==> src/rtl/fpnsr_pkg.sv <==
// Package with the fixed field widths of the factor pair block.
package fpnsr_pkg;

    // Port widths of the value and the two factors.
    localparam int unsigned VALUE_W = 31;
    localparam int unsigned LARGE_W = 31;
    localparam int unsigned SMALL_W = 16;

    typedef logic [VALUE_W-1:0] t_value;
    typedef logic [LARGE_W-1:0] t_large;
    typedef logic [SMALL_W-1:0] t_small;

endpackage

==> src/rtl/factor_pair_near_square_root.sv <==
// Factor pair near the square root: bit-serial square root and trial division.
//
// Channel  Direction  Handshake           Payload
// -------  ---------  ------------------  -------------------------------
// input    in         i_valid / o_stall   i_value
// output   out        o_valid / i_stall   o_factor_large, o_factor_small
//
// A request is taken, the square root is found, candidate divisors are tried from the root
// downward (one quotient bit a cycle) and the result is then finished.
// Value 0 skips both the root and the search.
// Reset is synchronous and clears the control state; there is no clearing pass.
// A new request is taken while the previous result still waits in the output register.
// A finished result waits, with the input stalled, until the output register drains.
module factor_pair_near_square_root #(
    parameter int unsigned VALUE_BITS = 31
) (
    input  logic                  i_clk,
    input  logic                  i_rst_n,
    input  logic                  i_valid,
    output logic                  o_stall,
    input  fpnsr_pkg::t_value     i_value,
    output logic                  o_valid,
    input  logic                  i_stall,
    output fpnsr_pkg::t_large     o_factor_large,
    output fpnsr_pkg::t_small     o_factor_small
);

    localparam int unsigned W  = VALUE_BITS;
    localparam int unsigned SW = (W + 1) / 2;
    localparam int unsigned RW = SW + 2;
    localparam int unsigned CW = $clog2(W);

    typedef enum logic [1:0] {
        S_IDLE,
        S_SQRT,
        S_DIV,
        S_DONE
    } t_state;

    t_state            r_state;
    logic [W-1:0]      r_value;
    logic [2*SW-1:0]   r_sq_sh;
    logic [RW-1:0]     r_sq_rem;
    logic [SW-1:0]     r_root;
    logic [SW-1:0]     r_k;
    logic [W-1:0]      r_div_sh;
    logic [SW-1:0]     r_div_rem;
    logic [CW-1:0]     r_cnt;
    logic              r_out_valid;
    fpnsr_pkg::t_large r_out_large;
    fpnsr_pkg::t_small r_out_small;

    logic [W-1:0]      n_in_value;
    logic [RW+1:0]     n_sq_ext;
    logic [RW+1:0]     n_sq_trial;
    logic              n_sq_fit;
    logic [RW-1:0]     n_sq_rem;
    logic [SW-1:0]     n_root;
    logic [SW:0]       n_div_ext;
    logic              n_div_fit;
    logic [SW-1:0]     n_div_rem;
    logic [W-1:0]      n_div_sh;
    logic              n_out_free;

    assign n_in_value = W'(i_value);

    // One root bit a cycle: bring down two value bits and try (root << 2) | 1.
    assign n_sq_ext   = {r_sq_rem, r_sq_sh[2*SW-1 -: 2]};
    assign n_sq_trial = (RW+2)'({r_root, 2'b01});
    assign n_sq_fit   = (n_sq_ext >= n_sq_trial);
    assign n_sq_rem   = n_sq_fit ? RW'(n_sq_ext - n_sq_trial) : RW'(n_sq_ext);
    assign n_root     = {r_root[SW-2:0], n_sq_fit};

    // One quotient bit a cycle: bring down one value bit and try the divisor.
    assign n_div_ext = {r_div_rem, r_div_sh[W-1]};
    assign n_div_fit = (n_div_ext >= (SW+1)'(r_k));
    assign n_div_rem = n_div_fit ? SW'(n_div_ext - (SW+1)'(r_k)) : SW'(n_div_ext);
    assign n_div_sh  = {r_div_sh[W-2:0], n_div_fit};

    // The output register can take a result when empty or when drained now.
    assign n_out_free = !r_out_valid || !i_stall;

    // Sequencer, datapath registers and the output register.
    always_ff @(posedge i_clk) begin
        if (!i_rst_n) begin
            r_state     <= S_IDLE;
            r_out_valid <= 1'b0;
            r_cnt       <= '0;
        end else begin
            if (r_out_valid && !i_stall && r_state != S_DONE) begin
                r_out_valid <= 1'b0;
            end
            case (r_state)
                S_IDLE: begin
                    if (i_valid) begin
                        r_value  <= n_in_value;
                        r_sq_sh  <= (2*SW)'(n_in_value);
                        r_sq_rem <= '0;
                        r_root   <= '0;
                        r_cnt    <= CW'(SW - 1);
                        if (n_in_value == '0) begin
                            // Zero gives the pair zero and zero.
                            r_k      <= '0;
                            r_div_sh <= '0;
                            r_state  <= S_DONE;
                        end else begin
                            r_state  <= S_SQRT;
                        end
                    end
                end
                S_SQRT: begin
                    r_sq_sh  <= {r_sq_sh[2*SW-3:0], 2'b00};
                    r_sq_rem <= n_sq_rem;
                    r_root   <= n_root;
                    if (r_cnt == '0) begin
                        // The root is the first candidate divisor.
                        r_k       <= n_root;
                        r_div_sh  <= r_value;
                        r_div_rem <= '0;
                        r_cnt     <= CW'(W - 1);
                        r_state   <= S_DIV;
                    end else begin
                        r_cnt     <= r_cnt - CW'(1);
                    end
                end
                S_DIV: begin
                    if (r_cnt != '0) begin
                        r_div_sh  <= n_div_sh;
                        r_div_rem <= n_div_rem;
                        r_cnt     <= r_cnt - CW'(1);
                    end else if (n_div_rem == '0) begin
                        // Divisor found; the quotient is the large factor.
                        r_div_sh  <= n_div_sh;
                        r_div_rem <= n_div_rem;
                        r_state   <= S_DONE;
                    end else begin
                        // Try the next smaller candidate; one always divides.
                        r_k       <= r_k - SW'(1);
                        r_div_sh  <= r_value;
                        r_div_rem <= '0;
                        r_cnt     <= CW'(W - 1);
                    end
                end
                S_DONE: begin
                    if (n_out_free) begin
                        r_out_valid <= 1'b1;
                        r_out_large <= fpnsr_pkg::t_large'(r_div_sh);
                        r_out_small <= fpnsr_pkg::t_small'(r_k);
                        r_state     <= S_IDLE;
                    end
                end
                default: begin
                    r_state <= S_IDLE;
                end
            endcase
        end
    end

    assign o_stall        = (r_state != S_IDLE);
    assign o_valid        = r_out_valid;
    assign o_factor_large = r_out_large;
    assign o_factor_small = r_out_small;

`ifndef SYNTHESIS
    // The candidate divisor never reaches zero during the search.
    a_k_nonzero: assert property (@(posedge i_clk) disable iff (!i_rst_n)
        (r_state == S_DIV) |-> (r_k != '0))
        else $error("candidate divisor is zero during division");

    // A new result appears only on the way out of the done state.
    a_valid_from_done: assert property (@(posedge i_clk) disable iff (!i_rst_n)
        $rose(o_valid) |-> ($past(r_state) == S_DONE))
        else $error("result shown without finishing a request");

    // An accepted request blocks the input until its result is handed over.
    a_busy_after_accept: assert property (@(posedge i_clk) disable iff (!i_rst_n)
        (i_valid && !o_stall) |=> o_stall)
        else $error("input not stalled after accepting a request");

    // A nonzero value only finishes with an exact division.
    a_exact_divisor: assert property (@(posedge i_clk) disable iff (!i_rst_n)
        (r_state == S_DONE && r_value != '0) |-> (r_div_rem == '0))
        else $error("finished with a nonzero remainder");
`endif

endmodule
==> config.mk <==
export PLATFORM = sky130hd
export DESIGN_NAME = factor_pair_near_square_root
export DESIGN_NICKNAME = d
export VERILOG_FILES = /design/src/rtl/fpnsr_pkg.sv /design/src/rtl/factor_pair_near_square_root.sv
export SDC_FILE = /design/constraint.sdc
export NUM_CORES = 1
export LEC_CHECK = 0
export BUFFER_PORTS_ARGS = -buffer_cell sky130_fd_sc_hd__buf_2
export CAP_MARGIN = 30
export CORE_ASPECT_RATIO = 1.2
export CORE_MARGIN = 2
export CORE_UTILIZATION = 50
export DETAILED_ROUTE_END_ITERATION = 8
export PLACE_DENSITY_LB_ADDON = 0.12
export REMOVE_ABC_BUFFERS = 1
export SLEW_MARGIN = 15
export SYNTH_ARGS = -nofsm -noshare
export SYNTH_HDL_FRONTEND = slang
export SYNTH_SLANG_ARGS = --single-unit
==> constraint.sdc <==
create_clock -name i_clk -period 4.4 [get_ports i_clk]
set_input_delay 0.66 -clock i_clk [delete_from_list [all_inputs] [get_ports i_clk]]
set_output_delay 0.66 -clock i_clk [all_outputs]
set_load 0.005 [all_outputs]
# Yosys cells after proc, flatten, opt, wreduce, memory -nomap -nowiden
# Index checks and enable logic that the tools add are counted.
# op_classes
add_sub_neg,4
mul,0
div,0
n_lt_le_gt_ge,2
n_eq_ne,12
n_shift,0
n_mux,39
bitwise_logic,0
reduce_logical,22
# op_table
cell,n
16-bit 2-to-1 mux,10
31-bit 2-to-1 mux,5
31-bit one-hot mux with 3 select lines,1
16-bit one-hot mux with 2 select lines,2
32-bit one-hot mux with 2 select lines,1
16-bit one-hot mux with 3 select lines,1
18-bit 2-to-1 mux,2
18-bit one-hot mux with 2 select lines,1
32-bit 2-to-1 mux,1
31-bit logical NOT,1
20-bit by 18-bit greater-or-equal comparator with 1-bit output,1
5-bit 2-to-1 mux,4
18-bit subtractor,1
17-bit by 16-bit greater-or-equal comparator with 1-bit output,1
16-bit logical NOT,1
2-bit inequality test (second input constant),8
16-bit by 1-bit subtractor with 16-bit output (second input constant),1
16-bit subtractor,1
5-bit one-hot mux with 3 select lines,1
3-bit AND reduction,5
2-bit 2-to-1 mux,6
5-bit AND reduction,2
2-bit one-hot mux with 4 select lines,1
7-bit AND reduction,1
other kinds (13),20
# word_totals
ff_bits,215
latchBits,0
ram_bits,0
rom_bits,0
input_bits,35
output_inout_bits,49
mem_count,0

# Logic depth before layout (Yosys ltp)
# logic_depth
ltp_word,6
ltp_mapped,14
mapped_depth_nobuf,12

# Least setup slack after synthesis
# Ideal clock, no wire load.
# synth_path
path_type,flip-flop to flip-flop
start,register r_state[1]
end,"register r_root[0], enable pin"
setup_time_ns,0.490
arrival_time_ns,4.101
required_ns,3.910
slack_ns,-0.191
path_stages_with_launch,7
period_less_slack_ns,4.591
path_cell_list,dfxtp_1 inv_1 ha_1 clkbuf_1 clkbuf_1 mux2i_1 nor2_1
# synth_between
elab_chain_cells,3
word_cells_on_any_way,5
cone_classes,2 x eq/ne; 3 x reduce/logical
# synth_lines
element,line_no,text
from (decl),factor_pair_near_square_root.sv:40,t_state r_state;
from (signal assigned),factor_pair_near_square_root.sv:86,r_state <= S_IDLE;
from (signal assigned),factor_pair_near_square_root.sv:105,r_state <= S_DONE;
from (signal assigned),factor_pair_near_square_root.sv:107,r_state <= S_SQRT;
2-bit by 1-bit == test with 1-bit output or 2-bit logical NOT (tied branches),factor_pair_near_square_root.sv:93,case (r_state)
2-bit nonzero test (no source line) or 2-bit inequality test (tied branches),-,
3-bit AND reduction (no source line) *,-,
to (signal assigned),factor_pair_near_square_root.sv:114,r_root <= n_root;
to (decl),factor_pair_near_square_root.sv:44,logic [SW-1:0] r_root;
# Every way passes the cells marked *; elsewhere a longest branch is shown, timed or not.
# A chain may end at the register's enable or synchronous reset.

# Worst setup path after layout
# layout_path
start,register r_div_rem[6]
end,register r_div_sh[10] (data pin)
# layout_between
elab_chain_cells,6
word_cells_on_any_way,7
cone_classes,1 x add/sub; 1 x order compare; 4 x mux; 1 x reduce/logical
# layout_lines
element,line_no,text
from (decl),factor_pair_near_square_root.sv:47,logic [SW-1:0] r_div_rem;
from (signal assigned),factor_pair_near_square_root.sv:129,r_div_rem <= n_div_rem;
from (signal assigned),factor_pair_near_square_root.sv:134,r_div_rem <= n_div_rem;
16-bit subtractor or 17-bit by 16-bit greater-or-equal comparator with 1-bit output (tied branches),"factor_pair_near_square_root.sv:77, factor_pair_near_square_root.sv:76",
16-bit 2-to-1 mux *,factor_pair_near_square_root.sv:77,assign n_div_rem = n_div_fit ? SW'(n_div_ext - (SW+1)'(r_k)) : SW'(n_div_ext);
16-bit logical NOT *,factor_pair_near_square_root.sv:131,end else if (n_div_rem == '0) begin
31-bit 2-to-1 mux *,factor_pair_near_square_root.sv:131,
31-bit 2-to-1 mux *,factor_pair_near_square_root.sv:127,if (r_cnt != '0) begin
31-bit one-hot mux with 3 select lines *,factor_pair_near_square_root.sv:93,
to (signal assigned),factor_pair_near_square_root.sv:128,r_div_sh <= n_div_sh;
to (signal assigned),factor_pair_near_square_root.sv:133,r_div_sh <= n_div_sh;
to (signal assigned),factor_pair_near_square_root.sv:139,r_div_sh <= r_value;
to (decl),factor_pair_near_square_root.sv:46,logic [W-1:0] r_div_sh;
# Marked as above.

==> impl_results.md <==
* GP Congestion at 0.8834
* RSZ-0062 raised after global routing: no
* IO Pins at 84
* Post-synth EDFFs at 207
* Via Count at 6877
* Worst Path Class, Setup: flop to flop
* Critical Path AT at 4.39 ns
* Worst-path clk slew at 0.06 ns
* Tot GR Track Use at 20.30%
* Pin slew with the least headroom to its limit at 0.9079 ns
* Footprint of the multi-input gates at 3916 sq um
* Tcrit/Tclk final at 91.57%
* Clk root buf: clkbuf_16
* Worst-path fanout max at 30
* Max VDD drop at around 0.37 mV
* Initial antenna violation count at 0
* Final hold viol count at 0
* Critical Path End: r_div_sh[10]$_DFFE_PP_
* Flops & latches, synth at 215
* Worst EP required at approximately 4.8 ns
* Post-Place Worst Slack at 0.3797 ns
* Detailed-route wire length per cell at 18.48 um
* Overall die area at ~23000 sq um
* Power Density at slightly below 600 nW/um^2
* Slew Limit Fails at 0
* Reg-to-reg setup timing slack at between 0.3 and 0.4 ns
* Number of antenna diodes at 0
* Nets at 1015
* Synth Instances at 852
* Storage element area at 6376 sq um
* Distinct cells, synth at 69
* Hold WC Path Type: input pin to flop
* Fin crit period at 4.029 ns
* Global route total overflow at 0
* Slew margin rel. at 39.47%
* R2R Path Start: r_div_rem[6]$_SDFFCE_PN0P_
* Die W at 137.4 um
* Clk Latency, worst-skew pair at around 0.50 ns
* Fin worst setup slack at approximately 0.37 ns
* Final WL at 22620 um
* CTS Sinks at 215
* Startpoint Class: flop
* Clock Skews at between 0.008 and 0.009 ns
* Crit Reg-Reg Endpoint: r_div_sh[10]$_DFFE_PP_
* Synthesized area at 10670 sq um
* Post-CTS setup buffers at 0
* Via density at 5.618
* Commonest non-fill, non-tap cell in the layout: edfxtp_1
* Vias in the first global route at 6694
* Pre-antenna DRT Iters at 4
* Status: completed
* Die H at 164.0 um
* Share of the yosys chip area belonging to registers at 59.75%
* Core area at 20970 sq um
* Synth Warn # at 0
* Final setup fails at 0
* H-tree levels at 1
* Post-route ant nets at 0
* Area delta synth->final at 13.91%
* Syn Area/Cell at 12.53 sq um
* Asr flop ratio synth at 0%
* Pleak at around 4.6 nW
* 1st-iter DRT viols at ~440
* PortBufs at 83
* Final Instance Count excl. Fillers at 1224
* Crit end category: flop
* Initial Util at 50.88%
* Cells on worst reg2reg path at 10
* Critical Path Source: r_div_rem[6]$_SDFFCE_PN0P_
* CTS tree: done
* Fillers at 1725
* CTS Hold Bufs at 0
* Placed cells at about 1200
* Most used flip-flop cell after synthesis: edfxtp_1
* Hpwl dp at 16090 um
* Max clock buf depth at 3
* Largest net degree at the start of global routing at 67
* Share of cells above drive strength 1 at 19.18%
* FP Rows at 58
* TritonCTS buffer count at 22
* DRC violations left at 0
* First-pass GRT wire length at 35280 um
* Commonest cells after routing, fill and taps aside: edfxtp_1, buf_2, nor2_1
* Max cap viols at 0
* CTS resizes at 0
* Fmax at 248.2 MHz
[through the flow]
stage	total power, mW	hold slack, ns	setup TNS (ns)	util [%]	instance area (sq um)
after floorplan	4.535	0.4273	-26.16	-	10490
after global placement	5.102	0.4376	0	54.15	11360
after detailed placement	5.127	0.4383	0	54.15	11360
after CTS	7.124	0.3361	0	57.86	12140
after global routing	7.472	0.3492	0	57.96	12160
final	7.065	0.3579	0	57.96	12160
[cell type report]
cell class	count	share of cell area, %
Sequential cell	215	52.46
Multi-Input combinational cell	545	32.22
Clock buffer	29	5.085
Timing Repair Buffer	96	4.323
Tap cell	270	2.779
Inverter	59	1.822
Clock inverter	10	1.318
[cell families after synthesis]
family,synth area share [%]
AO/OA/AOI/OAI,11.91
XOR/XNOR,3.283
adder cells (fa/ha/maj),4.877
flip-flops,59.75
AND/OR/NAND/NOR,10.76
buffers and inverters,3.787
multiplexers,5.628
[critical path: stages, from the launching register on]
cell,delay [ns]
edfxtp_1,0.46
ha_1,0.44
a211o_1,0.35
a21oi_2,0.24
or4b_1,0.55
nand4b_1,0.12
nor3b_2,0.24
a41oi_2,0.25
o31ai_4,0.38
and2b_2,0.62
a22o_1,0.23
[how the worst min path moves through the flow]
stage / to / slack [ns] / startpoint / depth (start not counted)
6_report: r_value[8]$_DFFE_PP_ / 0.36 / i_value[8] / 1
2_1_floorplan: o_factor_large[0]$_DFFE_PP_ / 0.43 / r_div_sh[0]$_DFFE_PP_ / 0
4_1_cts: r_value[8]$_DFFE_PP_ / 0.34 / i_value[8] / 1
3_3_place_gp: o_factor_large[21]$_DFFE_PP_ / 0.44 / r_div_sh[21]$_DFFE_PP_ / 0
3_5_place_dp: o_factor_large[21]$_DFFE_PP_ / 0.44 / r_div_sh[21]$_DFFE_PP_ / 0
5_1_grt: r_value[8]$_DFFE_PP_ / 0.35 / i_value[8] / 1
[cell usage after synthesis, types with 4 or more instances]
| master | n | area share [%] |
|---|---|---|
| buf_1 | 4 | 0.14 |
| mux2i_1 | 24 | 2.3 |
| o21a_1 | 12 | 0.84 |
| and3_1 | 6 | 0.35 |
| and2_1 | 6 | 0.35 |
| mux2_2 | 32 | 3.4 |
| edfxtp_1 | 207 | 58 |
| a21oi_1 | 45 | 2.1 |
| buf_6 | 7 | 0.74 |
| nand4_1 | 9 | 0.53 |
| inv_1 | 58 | 2.0 |
| nand3b_1 | 6 | 0.42 |
| nand2_1 | 37 | 1.3 |
| o21bai_1 | 7 | 0.49 |
| xor2_1 | 7 | 0.57 |
| clkbuf_1 | 17 | 0.60 |
| dfxtp_1 | 8 | 1.5 |
| a21o_1 | 6 | 0.42 |
| a211oi_1 | 13 | 0.91 |
| nor2_1 | 83 | 2.9 |
| a22o_1 | 30 | 2.5 |
| ha_1 | 40 | 4.7 |
| nor3_1 | 16 | 0.75 |
| nor4_1 | 12 | 0.70 |
| xnor2_1 | 33 | 2.7 |
| buf_2 | 5 | 0.23 |
| nand3_1 | 17 | 0.80 |
| nand2b_1 | 5 | 0.29 |
| o21ai_0 | 21 | 0.98 |
| a31oi_1 | 4 | 0.23 |
| nor2b_1 | 19 | 1.1 |
[flip-flops by register name, summed over array words and instances (netlist names)]
register,cells
r_value,31
r_div_rem,16
o_factor_large,31
r_root,16
r_cnt,5
o_factor_small,16
r_state,2
r_sq_sh,32
r_div_sh,31
r_k,16
o_valid,1
r_sq_rem,18
[power by group]
part	switching [mW]	internal, mW	leakage, nW	total, mW
registers	0.153	2.71	1.99	2.86
logic	1.32	0.894	2.18	2.21
clock network	0.763	1.23	0.380	1.99
total	2.23	4.83	4.55	7.06
[per-layer routing]
metal  vias up  share of wire, %  global-route usage [%]  wire, um
met3        26               4.8                   3.920      1079
met5         -                 0                       0         0
li1       3372                 -                       -         -
met2       140                51                   36.07     11460
met4         0               1.7                   4.873       374
met1      3339                43                   25.45      9702
Note: power is estimated with default switching activity, not from simulation.
